--- src/sv/pta_pkg.sv ---
package pta_pkg;

    localparam int PAGE_SHIFT = 12;
    localparam int WIDE_W     = 21;

    localparam logic [1:0] OP_ALLOC_ONE     = 2'd0;
    localparam logic [1:0] OP_ALLOC_RUN     = 2'd1;
    localparam logic [1:0] OP_ALLOC_SCATTER = 2'd2;
    localparam logic [1:0] OP_MAP_RANGE     = 2'd3;

    typedef logic [WIDE_W-1:0] wide_idx_t;

endpackage

--- src/sv/pta_ram.sv ---
module pta_ram #(
    parameter int WIDTH = 1,
    parameter int DEPTH = 1024
) (
    input  logic                     clk,
    input  logic                     we,
    input  logic [$clog2(DEPTH)-1:0] waddr,
    input  logic [WIDTH-1:0]         wdata,
    input  logic [$clog2(DEPTH)-1:0] raddr,
    output logic [WIDTH-1:0]         rdata
);

    logic [WIDTH-1:0] mem_reg [DEPTH];
    logic [WIDTH-1:0] rdata_reg;

    always_ff @(posedge clk)
    begin
        if (we)
        begin
            mem_reg[waddr] <= wdata;
        end
        rdata_reg <= mem_reg[raddr];
    end

    assign rdata = rdata_reg;

endmodule

--- src/sv/page_table_allocator_top.sv ---
// channel   signals                                                      direction
// input     in_valid, in_stall, operation, entry_flags, page_count,
//           start_address, end_address                                   in (stall out)
// output    out_valid, out_stall, result_address, status                 out (stall in)
//
// an operation scans the present bits, reading one per cycle, then alloc_run writes its
// run one entry per cycle, plus issue and finish; map_range writes its range without a scan
// after reset a clearing pass marks every entry not present and holds in_stall high
// in_stall is high whenever an operation is in progress
// a finished result waits in the output register while a new item is taken
module page_table_allocator_top #(
    parameter int NUM_PAGES = 1024
) (
    input  logic        clk,
    input  logic        rst_n,
    input  logic        in_valid,
    output logic        in_stall,
    input  logic [1:0]  operation,
    input  logic [11:0] entry_flags,
    input  logic [10:0] page_count,
    input  logic [31:0] start_address,
    input  logic [31:0] end_address,
    output logic        out_valid,
    input  logic        out_stall,
    output logic [31:0] result_address,
    output logic        status
);

    import pta_pkg::*;

    localparam int IDX_W = (NUM_PAGES > 1) ? $clog2(NUM_PAGES) : 1;
    localparam int CNT_W = $clog2(NUM_PAGES + 1);

    localparam logic [2:0] S_CLEAR = 3'd0;
    localparam logic [2:0] S_IDLE  = 3'd1;
    localparam logic [2:0] S_SCAN  = 3'd2;
    localparam logic [2:0] S_WRITE = 3'd3;
    localparam logic [2:0] S_FIN   = 3'd4;

    logic [2:0]       state_reg, state_next;
    logic [CNT_W-1:0] idx_reg, idx_next;
    logic             chk_v_reg, chk_v_next;
    logic [IDX_W-1:0] chk_idx_reg, chk_idx_next;
    logic [10:0]      run_reg, run_next;
    logic [31:0]      next_reg, next_next;
    wide_idx_t        wr_idx_reg, wr_idx_next;
    wide_idx_t        wr_end_reg, wr_end_next;
    logic [1:0]       op_reg, op_next;
    logic             pres_reg, pres_next;
    logic [10:0]      cnt_reg, cnt_next;
    logic [31:0]      start_reg, start_next;
    logic [31:0]      end_reg, end_next;
    logic [31:0]      res_addr_reg, res_addr_next;
    logic             res_fail_reg, res_fail_next;
    logic             out_v_reg, out_v_next;
    logic [31:0]      out_addr_reg, out_addr_next;
    logic             out_fail_reg, out_fail_next;

    logic             ram_we;
    logic [IDX_W-1:0] ram_waddr;
    logic             ram_wdata;
    logic [IDX_W-1:0] ram_raddr;
    logic             ram_rdata;

    logic             ent_free;
    logic             last_chk;
    logic [10:0]      run_inc;
    logic [31:0]      next_after;
    wide_idx_t        first_idx;
    wide_idx_t        lo_idx;
    wide_idx_t        hi_idx;

    pta_ram #(
        .WIDTH(1),
        .DEPTH(NUM_PAGES)
    ) u_ram (
        .clk  (clk),
        .we   (ram_we),
        .waddr(ram_waddr),
        .wdata(ram_wdata),
        .raddr(ram_raddr),
        .rdata(ram_rdata)
    );

    assign ent_free   = ~ram_rdata;
    assign last_chk   = (chk_idx_reg == IDX_W'(NUM_PAGES - 1));
    assign run_inc    = ent_free ? (run_reg + 11'd1) : 11'd0;
    assign next_after = (ent_free && (next_reg < end_reg)) ? (next_reg + 32'd4096) : next_reg;
    assign first_idx  = WIDE_W'(chk_idx_reg) + WIDE_W'(1) - WIDE_W'(cnt_reg);
    assign lo_idx     = WIDE_W'(start_address >> PAGE_SHIFT);
    assign hi_idx     = ((end_address >> PAGE_SHIFT) > 32'(NUM_PAGES))
                        ? WIDE_W'(NUM_PAGES) : WIDE_W'(end_address >> PAGE_SHIFT);
    assign ram_raddr  = idx_reg[IDX_W-1:0];

    always_comb
    begin
        state_next    = state_reg;
        idx_next      = idx_reg;
        chk_v_next    = 1'b0;
        chk_idx_next  = chk_idx_reg;
        run_next      = run_reg;
        next_next     = next_reg;
        wr_idx_next   = wr_idx_reg;
        wr_end_next   = wr_end_reg;
        op_next       = op_reg;
        pres_next     = pres_reg;
        cnt_next      = cnt_reg;
        start_next    = start_reg;
        end_next      = end_reg;
        res_addr_next = res_addr_reg;
        res_fail_next = res_fail_reg;
        out_v_next    = out_v_reg && out_stall;
        out_addr_next = out_addr_reg;
        out_fail_next = out_fail_reg;
        ram_we        = 1'b0;
        ram_waddr     = chk_idx_reg;
        ram_wdata     = pres_reg;

        case (state_reg)
            S_CLEAR:
            begin
                ram_we    = 1'b1;
                ram_waddr = idx_reg[IDX_W-1:0];
                ram_wdata = 1'b0;
                idx_next  = idx_reg + CNT_W'(1);
                if (idx_reg == CNT_W'(NUM_PAGES - 1))
                begin
                    state_next = S_IDLE;
                end
            end
            S_IDLE:
            begin
                if (in_valid)
                begin
                    op_next       = operation;
                    pres_next     = entry_flags[0];
                    cnt_next      = page_count;
                    start_next    = start_address;
                    end_next      = end_address;
                    next_next     = start_address;
                    run_next      = 11'd0;
                    idx_next      = '0;
                    res_addr_next = 32'd0;
                    res_fail_next = 1'b1;
                    state_next    = S_SCAN;
                    if (operation == OP_ALLOC_RUN && page_count == 11'd0)
                    begin
                        res_fail_next = 1'b0;
                        state_next    = S_FIN;
                    end
                    else if (operation == OP_MAP_RANGE)
                    begin
                        res_addr_next = start_address;
                        res_fail_next = 1'b0;
                        wr_idx_next   = lo_idx;
                        wr_end_next   = hi_idx;
                        state_next    = (lo_idx < hi_idx) ? S_WRITE : S_FIN;
                    end
                end
            end
            S_SCAN:
            begin
                if (idx_reg < CNT_W'(NUM_PAGES))
                begin
                    chk_v_next   = 1'b1;
                    chk_idx_next = idx_reg[IDX_W-1:0];
                    idx_next     = idx_reg + CNT_W'(1);
                end
                if (chk_v_reg)
                begin
                    case (op_reg)
                        OP_ALLOC_ONE:
                        begin
                            if (ent_free)
                            begin
                                ram_we        = 1'b1;
                                res_addr_next = 32'(chk_idx_reg) << PAGE_SHIFT;
                                res_fail_next = 1'b0;
                                state_next    = S_FIN;
                            end
                            else if (last_chk)
                            begin
                                state_next = S_FIN;
                            end
                        end
                        OP_ALLOC_RUN:
                        begin
                            run_next = run_inc;
                            if (run_inc == cnt_reg)
                            begin
                                wr_idx_next   = first_idx;
                                wr_end_next   = WIDE_W'(chk_idx_reg) + WIDE_W'(1);
                                res_addr_next = 32'(first_idx) << PAGE_SHIFT;
                                res_fail_next = 1'b0;
                                state_next    = S_WRITE;
                            end
                            else if (last_chk)
                            begin
                                state_next = S_FIN;
                            end
                        end
                        default:
                        begin
                            next_next = next_after;
                            if (next_reg >= end_reg)
                            begin
                                res_addr_next = start_reg;
                                res_fail_next = 1'b0;
                                state_next    = S_FIN;
                            end
                            else
                            begin
                                ram_we = ent_free;
                                if (last_chk)
                                begin
                                    res_fail_next = ~(next_after >= end_reg);
                                    res_addr_next = (next_after >= end_reg) ? start_reg : 32'd0;
                                    state_next    = S_FIN;
                                end
                            end
                        end
                    endcase
                end
                if (state_next != S_SCAN)
                begin
                    chk_v_next = 1'b0;
                end
            end
            S_WRITE:
            begin
                ram_we      = 1'b1;
                ram_waddr   = wr_idx_reg[IDX_W-1:0];
                wr_idx_next = wr_idx_reg + WIDE_W'(1);
                if (wr_idx_next == wr_end_reg)
                begin
                    state_next = S_FIN;
                end
            end
            S_FIN:
            begin
                if (!out_v_reg || !out_stall)
                begin
                    out_v_next    = 1'b1;
                    out_addr_next = res_addr_reg;
                    out_fail_next = res_fail_reg;
                    state_next    = S_IDLE;
                end
            end
            default:
            begin
                state_next = S_IDLE;
            end
        endcase
    end

    always_ff @(posedge clk or negedge rst_n)
    begin
        if (!rst_n)
        begin
            state_reg <= S_CLEAR;
            idx_reg   <= '0;
            chk_v_reg <= 1'b0;
            out_v_reg <= 1'b0;
        end
        else
        begin
            state_reg <= state_next;
            idx_reg   <= idx_next;
            chk_v_reg <= chk_v_next;
            out_v_reg <= out_v_next;
        end
    end

    always_ff @(posedge clk)
    begin
        chk_idx_reg  <= chk_idx_next;
        run_reg      <= run_next;
        next_reg     <= next_next;
        wr_idx_reg   <= wr_idx_next;
        wr_end_reg   <= wr_end_next;
        op_reg       <= op_next;
        pres_reg     <= pres_next;
        cnt_reg      <= cnt_next;
        start_reg    <= start_next;
        end_reg      <= end_next;
        res_addr_reg <= res_addr_next;
        res_fail_reg <= res_fail_next;
        out_addr_reg <= out_addr_next;
        out_fail_reg <= out_fail_next;
    end

    assign in_stall       = (state_reg != S_IDLE);
    assign out_valid      = out_v_reg;
    assign result_address = out_addr_reg;
    assign status         = out_fail_reg;

endmodule
--- config.mk ---
export PLATFORM = sky130hd
export DESIGN_NAME = page_table_allocator_top
export DESIGN_NICKNAME = d
export VERILOG_FILES = /design/src/sv/pta_pkg.sv /design/src/sv/pta_ram.sv /design/src/sv/page_table_allocator_top.sv
export SDC_FILE = /design/constraint.sdc
export NUM_CORES = 2
export LEC_CHECK = 0
export ABC_AREA = 0
export BUFFER_PORTS_ARGS = -buffer_cell sky130_fd_sc_hd__buf_2
export CAP_MARGIN = 5
export CORE_ASPECT_RATIO = 0.7
export CORE_MARGIN = 1
export CORE_UTILIZATION = 39
export DETAILED_ROUTE_END_ITERATION = 7
export PLACE_DENSITY = 0.54
export SETUP_SLACK_MARGIN = 0.15
export SKIP_CTS_REPAIR_TIMING = 1
export SLEW_MARGIN = 5
export SYNTH_ARGS = -nofsm -noshare
export SYNTH_HDL_FRONTEND = slang
export SYNTH_HIERARCHICAL = 1
export SYNTH_SLANG_ARGS = --single-unit
--- constraint.sdc ---
create_clock -name clk -period 18.58 [get_ports clk]
set_clock_uncertainty 0.2 [all_clocks]
set_input_delay 0 -clock clk [delete_from_list [all_inputs] [get_ports clk]]
set_output_delay 0 -clock clk [all_outputs]
set_load 0.01 [all_outputs]
Word-level counts from Yosys, hierarchy flattened
Memory sizes are Yosys's and may differ from the RTL's. A register that Yosys moved wholly into a read port is not among the register bits.
Cells that the tools add are included.
- register bits after elaboration: 255
- latch bits: 0
- bits in writable memories: 1024
- memory bits (read-only): 0
- output and inout bits: 35
- memories: 1
- add/sub/neg operators: 6
- multiply operators: 0
- div/mod/pow operators: 0
- order comparisons: 6
- eq/ne operators: 27
- shift-type cells: 0
- multiplexer cells: 77
- bitwise gates (word level): 2
- reduce and logical (&&, ||, !) cells: 24
- memory list (memory ; depth ; width ; read ports ; clocked after Yosys merged registers in ; write ports ; RTL line ; text):
    u_ram.mem_reg ; 1024 ; 1 ; 1 ; 1 ; 1 ; pta_ram.sv:13 ; logic [WIDTH-1:0] mem_reg [DEPTH];
- operator list (kind ; count):
    $mux 32 ; 13
    $mux 21 ; 12
    $pmux 32 s2 ; 3
    $ge 32x32->1 ; 2
    $pmux 21 s3 ; 1
    $mux 11 ; 5
    $pmux 21 s2 ; 1
    $mux 3 ; 13
    $pmux 11 s3 ; 1
    $add 32x13->32 const B ; 1
    $lt 32x32->1 ; 1
    $add 11x1->11 const B ; 2
    $pmux 11 s2 ; 1
    $add 21x1->21 const B ; 1
    $eq 21x21->1 ; 1
    $sub 21x11->21 ; 1
    $gt 20x11->1 const B ; 1
    $lt 20x20->1 ; 1
    $mux 20 ; 1
    $ne 2x2->1 const B ; 10
    $pmux 10 s2 ; 1
    $mux 1 ; 19
    $pmux 3 s5 ; 1
    $reduce_and 7->1 ; 2
    31 further kinds ; 47

Depth between registers and ports, before layout
- word-level depth: 10
- gate-level depth with buffers: 24
- gate-level depth less buffers: 20

Cells and area by module
Netlist, hierarchy kept.
- modules (own cells, without submodules) (module ; times used ; cells an instance ; area an instance (um^2)):
    pta_ram ; 1 ; 3112 ; 44656.6
    page_table_allocator_top ; 1 ; 1234 ; 14102.3

Least setup slack after synthesis
OpenSTA, ideal clock, no wires.
- kind: reg2reg
- start: register state_reg[0]
- end: memory u_ram.mem_reg[0], data pin
- library setup time: 2800 ps
- arrival: 13768 ps
- data required time: 15580 ps
- setup slack: 1812 ps
- stages on the path, launching flop included: 6
- path buffers: 2
- period minus slack after synthesis: 16768 ps
- cells stage by stage: dfrtp_1 clkbuf_1 clkinv_1 nand2_1 clkbuf_1 o21a_1
- longest elaborated chain between the ends: 2
- RTL lines (what ; RTL line ; text):
    from (decl) ; page_table_allocator_top.sv:40 ; logic [2:0] state_reg, state_next;
    from (signal assigned) ; page_table_allocator_top.sv:267 ; state_reg <= state_next;
    $logic_not 3->1 ; page_table_allocator_top.sv:119 ; case (state_reg)
    $mux 1 ; page_table_allocator_top.sv:119 ;
    named net ram_wdata ; page_table_allocator_top.sv:61 ; logic ram_wdata;
    to (decl) ; pta_ram.sv:13 ;
The timed path passes the listed nets, and every way through them passes these cells.

Worst setup path in the final report
- start: register next_reg[21]
- end: register res_addr_reg[20], data pin
- longest elaborated chain between the ends: 10
- elaborated cells between the ends (all ways): 12
- classes of those cells: add/sub: 1; order compare: 3; mux: 7; reduce/logical: 1
- RTL lines (what ; RTL line ; text):
    from (decl) ; page_table_allocator_top.sv:45 ; logic [31:0] next_reg, next_next;
    from (signal assigned) ; page_table_allocator_top.sv:278 ; next_reg <= next_next;
    $lt 32x32->1 ; page_table_allocator_top.sv:88 ; assign next_after = (ent_free && (next_reg < end_reg)) ? (next_reg + 32'd4096) : next_reg;
    $logic_and 1x1->1 ; page_table_allocator_top.sv:88 ;
    $mux 32 ; page_table_allocator_top.sv:88 ;
    $ge 32x32->1 ; page_table_allocator_top.sv:217 ; res_addr_next = (next_after >= end_reg) ? start_reg : 32'd0;
    $mux 32 ; page_table_allocator_top.sv:217 ;
    $mux 32 ; page_table_allocator_top.sv:214 ; if (last_chk)
    $mux 32 * ; page_table_allocator_top.sv:205 ; if (next_reg >= end_reg)
    $pmux 32 s2 * ; page_table_allocator_top.sv:171 ; case (op_reg)
    $mux 32 * ; page_table_allocator_top.sv:169 ; if (chk_v_reg)
    $pmux 32 s2 * ; page_table_allocator_top.sv:119 ;
    named net res_addr_next[20] ; page_table_allocator_top.sv:53 ; logic [31:0] res_addr_reg, res_addr_next;
    to (signal assigned) ; page_table_allocator_top.sv:286 ; res_addr_reg <= res_addr_next;
    to (decl) ; page_table_allocator_top.sv:53 ;
The timed path passes the listed nets; every way through them passes the cells marked *. The select of a mux whose other input is x is not followed.
A chain may end at the register's enable or synchronous reset.

==> flow_summary.yaml <==
outcome:
  outcome: "completed"
routing:
  drt-initial-drc-count: 5043
  wl_per_cell_um: 26.73
  drc: 0
  avgViaCountPerCell: 5.778
  dr.pass1.iters: 5
  num_vias: 38200
  antenna_left: 0
  drt-total-wl_um: 176700
sta:
  drv_slew: 0
  post-route-min-period_ns: 7.552
  fmax_mhz: 132.4
  tightest_slew_ns: 1.277
  final-setup-viol-count: 0
  rsz0062_at_grt: "no"
  post-route-period-util_pct: 40.65
  fin_ws_ns: 11.03
  hold-worst-slack_ns: 0.01159
  relSlewSlack_pct: 14.69
  finalHoldViolCount: 0
  final.setup.tns_ns: 0
clock_tree:
  cts_tree: "done"
  clockRootBuffer: "clkbuf_16"
  htree_levels: 4
  cts_buffer_depth: 3
  cts_sinks: 1279
  cts_buffers: 133
  clkLatencyLatePin_ns: 0.78
  clk_pin_slew_ns: 0.06
yosys:
  yosysTopAreaCell: "edfxtp_1"
  synthTopCellsByArea: "edfxtp_1, mux4_2, nor2_1, mux2i_1, ha_1"
  synth.avg_cell_area_um2: 13.52
  yosysWarnings: 6
  synth-edff-count: 1262
  synth_top_flop_cell: "edfxtp_1"
  synthCells: 4346
  synth_sequential_area_ratio_pct: 65.21
  synth.cell_area_um2: 58760
  synthArstFlopShare_pct: 1.251
  synth_top_area_share_pct: 64.49
  ys_types: 89
  yosys_register_bits: 1279
critical_path:
  slowest_delay_ns: 0.89
  cp_data_arrival_time_ns: 7.97
  start_kind: "register"
  path_max_fanout: 21
  path_cells: "ha_1, a21oi_1, o21ai_0, a221o_1, a211o_1, nor2_1, nand3_1, nor4b_1, xor2_1, ha_1, nand4_1, or2_2, nor4_1, a21oi_1, o211ai_1, or4_1, nor2b_2, buf_4, a221o_1"
  crit_slowest_cell: "nor4_1"
  cp_data_required_time_ns: 19.00
  critPathKind: "reg2reg"
  end_kind: "register"
global_routing:
  gr-total-overflow: 0
  grt_max_degree: 227
  grt_usage_pct: 22.79
  grt_pass1_vias: 35310
  grt_first_pass_wirelength_um: 252000
  antenna_found_initial: 5
cells_and_area:
  layout_commonest_cell: "edfxtp_1"
  mostFrequentLayoutCells: "edfxtp_1, nor2_1, mux4_2"
  syn2layout_area_growth_pct: 14.08
  nets: 4703
  fill_cells: 13390
  largest_register_ffs: 1024
  drive_gt1_share_pct: 14.78
placed_design:
  place_ws_ns: 11.33
  portBuffers: 116
  routabilityCongestion: 0.8848
  dp_hpwl_um: 100900
floorplan:
  initial_core_util_pct: 39.52
  coreArea_um2: 148700
  fp-row-count: 118
  die-area_um2: 152200
  die_y_um: 326.8
  die_w_um: 465.9
  pin_count: 128
job:
  maxCapViolCount: 0
power:
  leakage_nw: 21.27
  power.total_mw: 10.02
  irDropWorstVdd_mv: 0.1397
  power_density_nw_per_um2: 149.6
worst_hold_path:
  hold_class: "in2reg"
-- cell families after synthesis --
group	after synthesis	synth area share [%]
AOI/OAI and AO/OA	447	5.236
xor gates and xnor gates	93	1.410
adders and majority gates	88	1.887
buffers and inverters	425	3.262
DFF	1279	65.21
muxes	372	11.04
other	2	0.01278
and+or+nand+nor	1640	11.94
-- cell usage after synthesis (27+ instances only) --
cell type  number
a221o_1        28
ha_1           87
o221ai_1       49
nand2_1       176
nand4_1        35
o21ai_0        71
mux4_2        200
a21oi_1       103
xnor2_1        39
mux2i_1       132
nand3_1        78
clkbuf_1      223
xor2_1         53
and3_1         27
buf_1          61
o22ai_1        50
edfxtp_1     1262
nor2_1       1111
nor3_1         63
inv_1          69
-- critical path: cells and delay by family (launching register included) --
kind | cells | cell delay [ns]
xor gates and xnor gates | 1 | 0.15
buffers and inverters | 1 | 0.48
DFF | 1 | 0.47
AOI/OAI and AO/OA | 7 | 1.73
adders and majority gates | 2 | 0.68
and+or+nand+nor | 8 | 3.71
-- area by class of cell --
class                           instances  area [µm²]  share of cell area, %
Antenna cell                            2       5.005               0.007466
Clock buffer                          177        3631                  5.417
Clock inverter                         65       510.5                 0.7616
Inverter                               74       279.0                 0.4163
Multi-Input combinational cell       2658       18810                  28.07
Sequential cell                      1279       38330                  57.18
Tap cell                             1980        2477                  3.696
Timing Repair Buffer                  376        2985                  4.454
-- where the power goes --
group,switching [mW],leakage [nW],internal [mW],total [mW]
combinational,2.48,7.55,1.09,3.57
sequential,0.161,11.7,3.68,3.84
clock,1.15,2.01,1.46,2.61
-- worst paths after layout --
| path | cells after the start | endpoint | slack (ns) | start |
|---|---|---|---|---|
| setup / recovery | 19 | res_addr_reg[20]$_DFFE_PP_ | 11.03 | next_reg[21]$_DFFE_PP_ |
| min in group asynchronous | 3 | state_reg[0]$_DFFE_PN0P_ | 0.21 | rst_n |
| max in group asynchronous | 3 | idx_reg[1]$_DFFE_PN0P_ | 17.37 | rst_n |
| hold / removal | 3 | res_addr_reg[28]$_DFFE_PP_ | 0.01 | start_address[28] |
| hold reg to reg | 0 | result_address[8]$_DFFE_PP_ | 0.21 | res_addr_reg[8]$_DFFE_PP_ |
| setup reg to reg | 19 | res_addr_reg[20]$_DFFE_PP_ | 11.03 | next_reg[21]$_DFFE_PP_ |
-- metal layers --
metal	vias to the layer above	global-route usage [%]	routed length (µm)
met3	200	5.959	18830
li1	16550	-	-
met5	-	0	0
met1	19850	36.03	81910
met2	1596	30.92	73390
met4	0	4.915	2588
-- per-stage QoR --
| stage | utilization, % | instance area [µm²] | cells |
|---|---|---|---|
| CTS | 43.96 | 65360 | 6443 |
| floorplan | - | 58820 | 4362 |
| global route | 45.08 | 67030 | 6610 |
| global placement | 41.18 | 61220 | 6201 |
| detailed placement | 41.18 | 61220 | 6201 |
| finish | 45.09 | 67030 | 6611 |
Power figures use the tool's default switching activity.
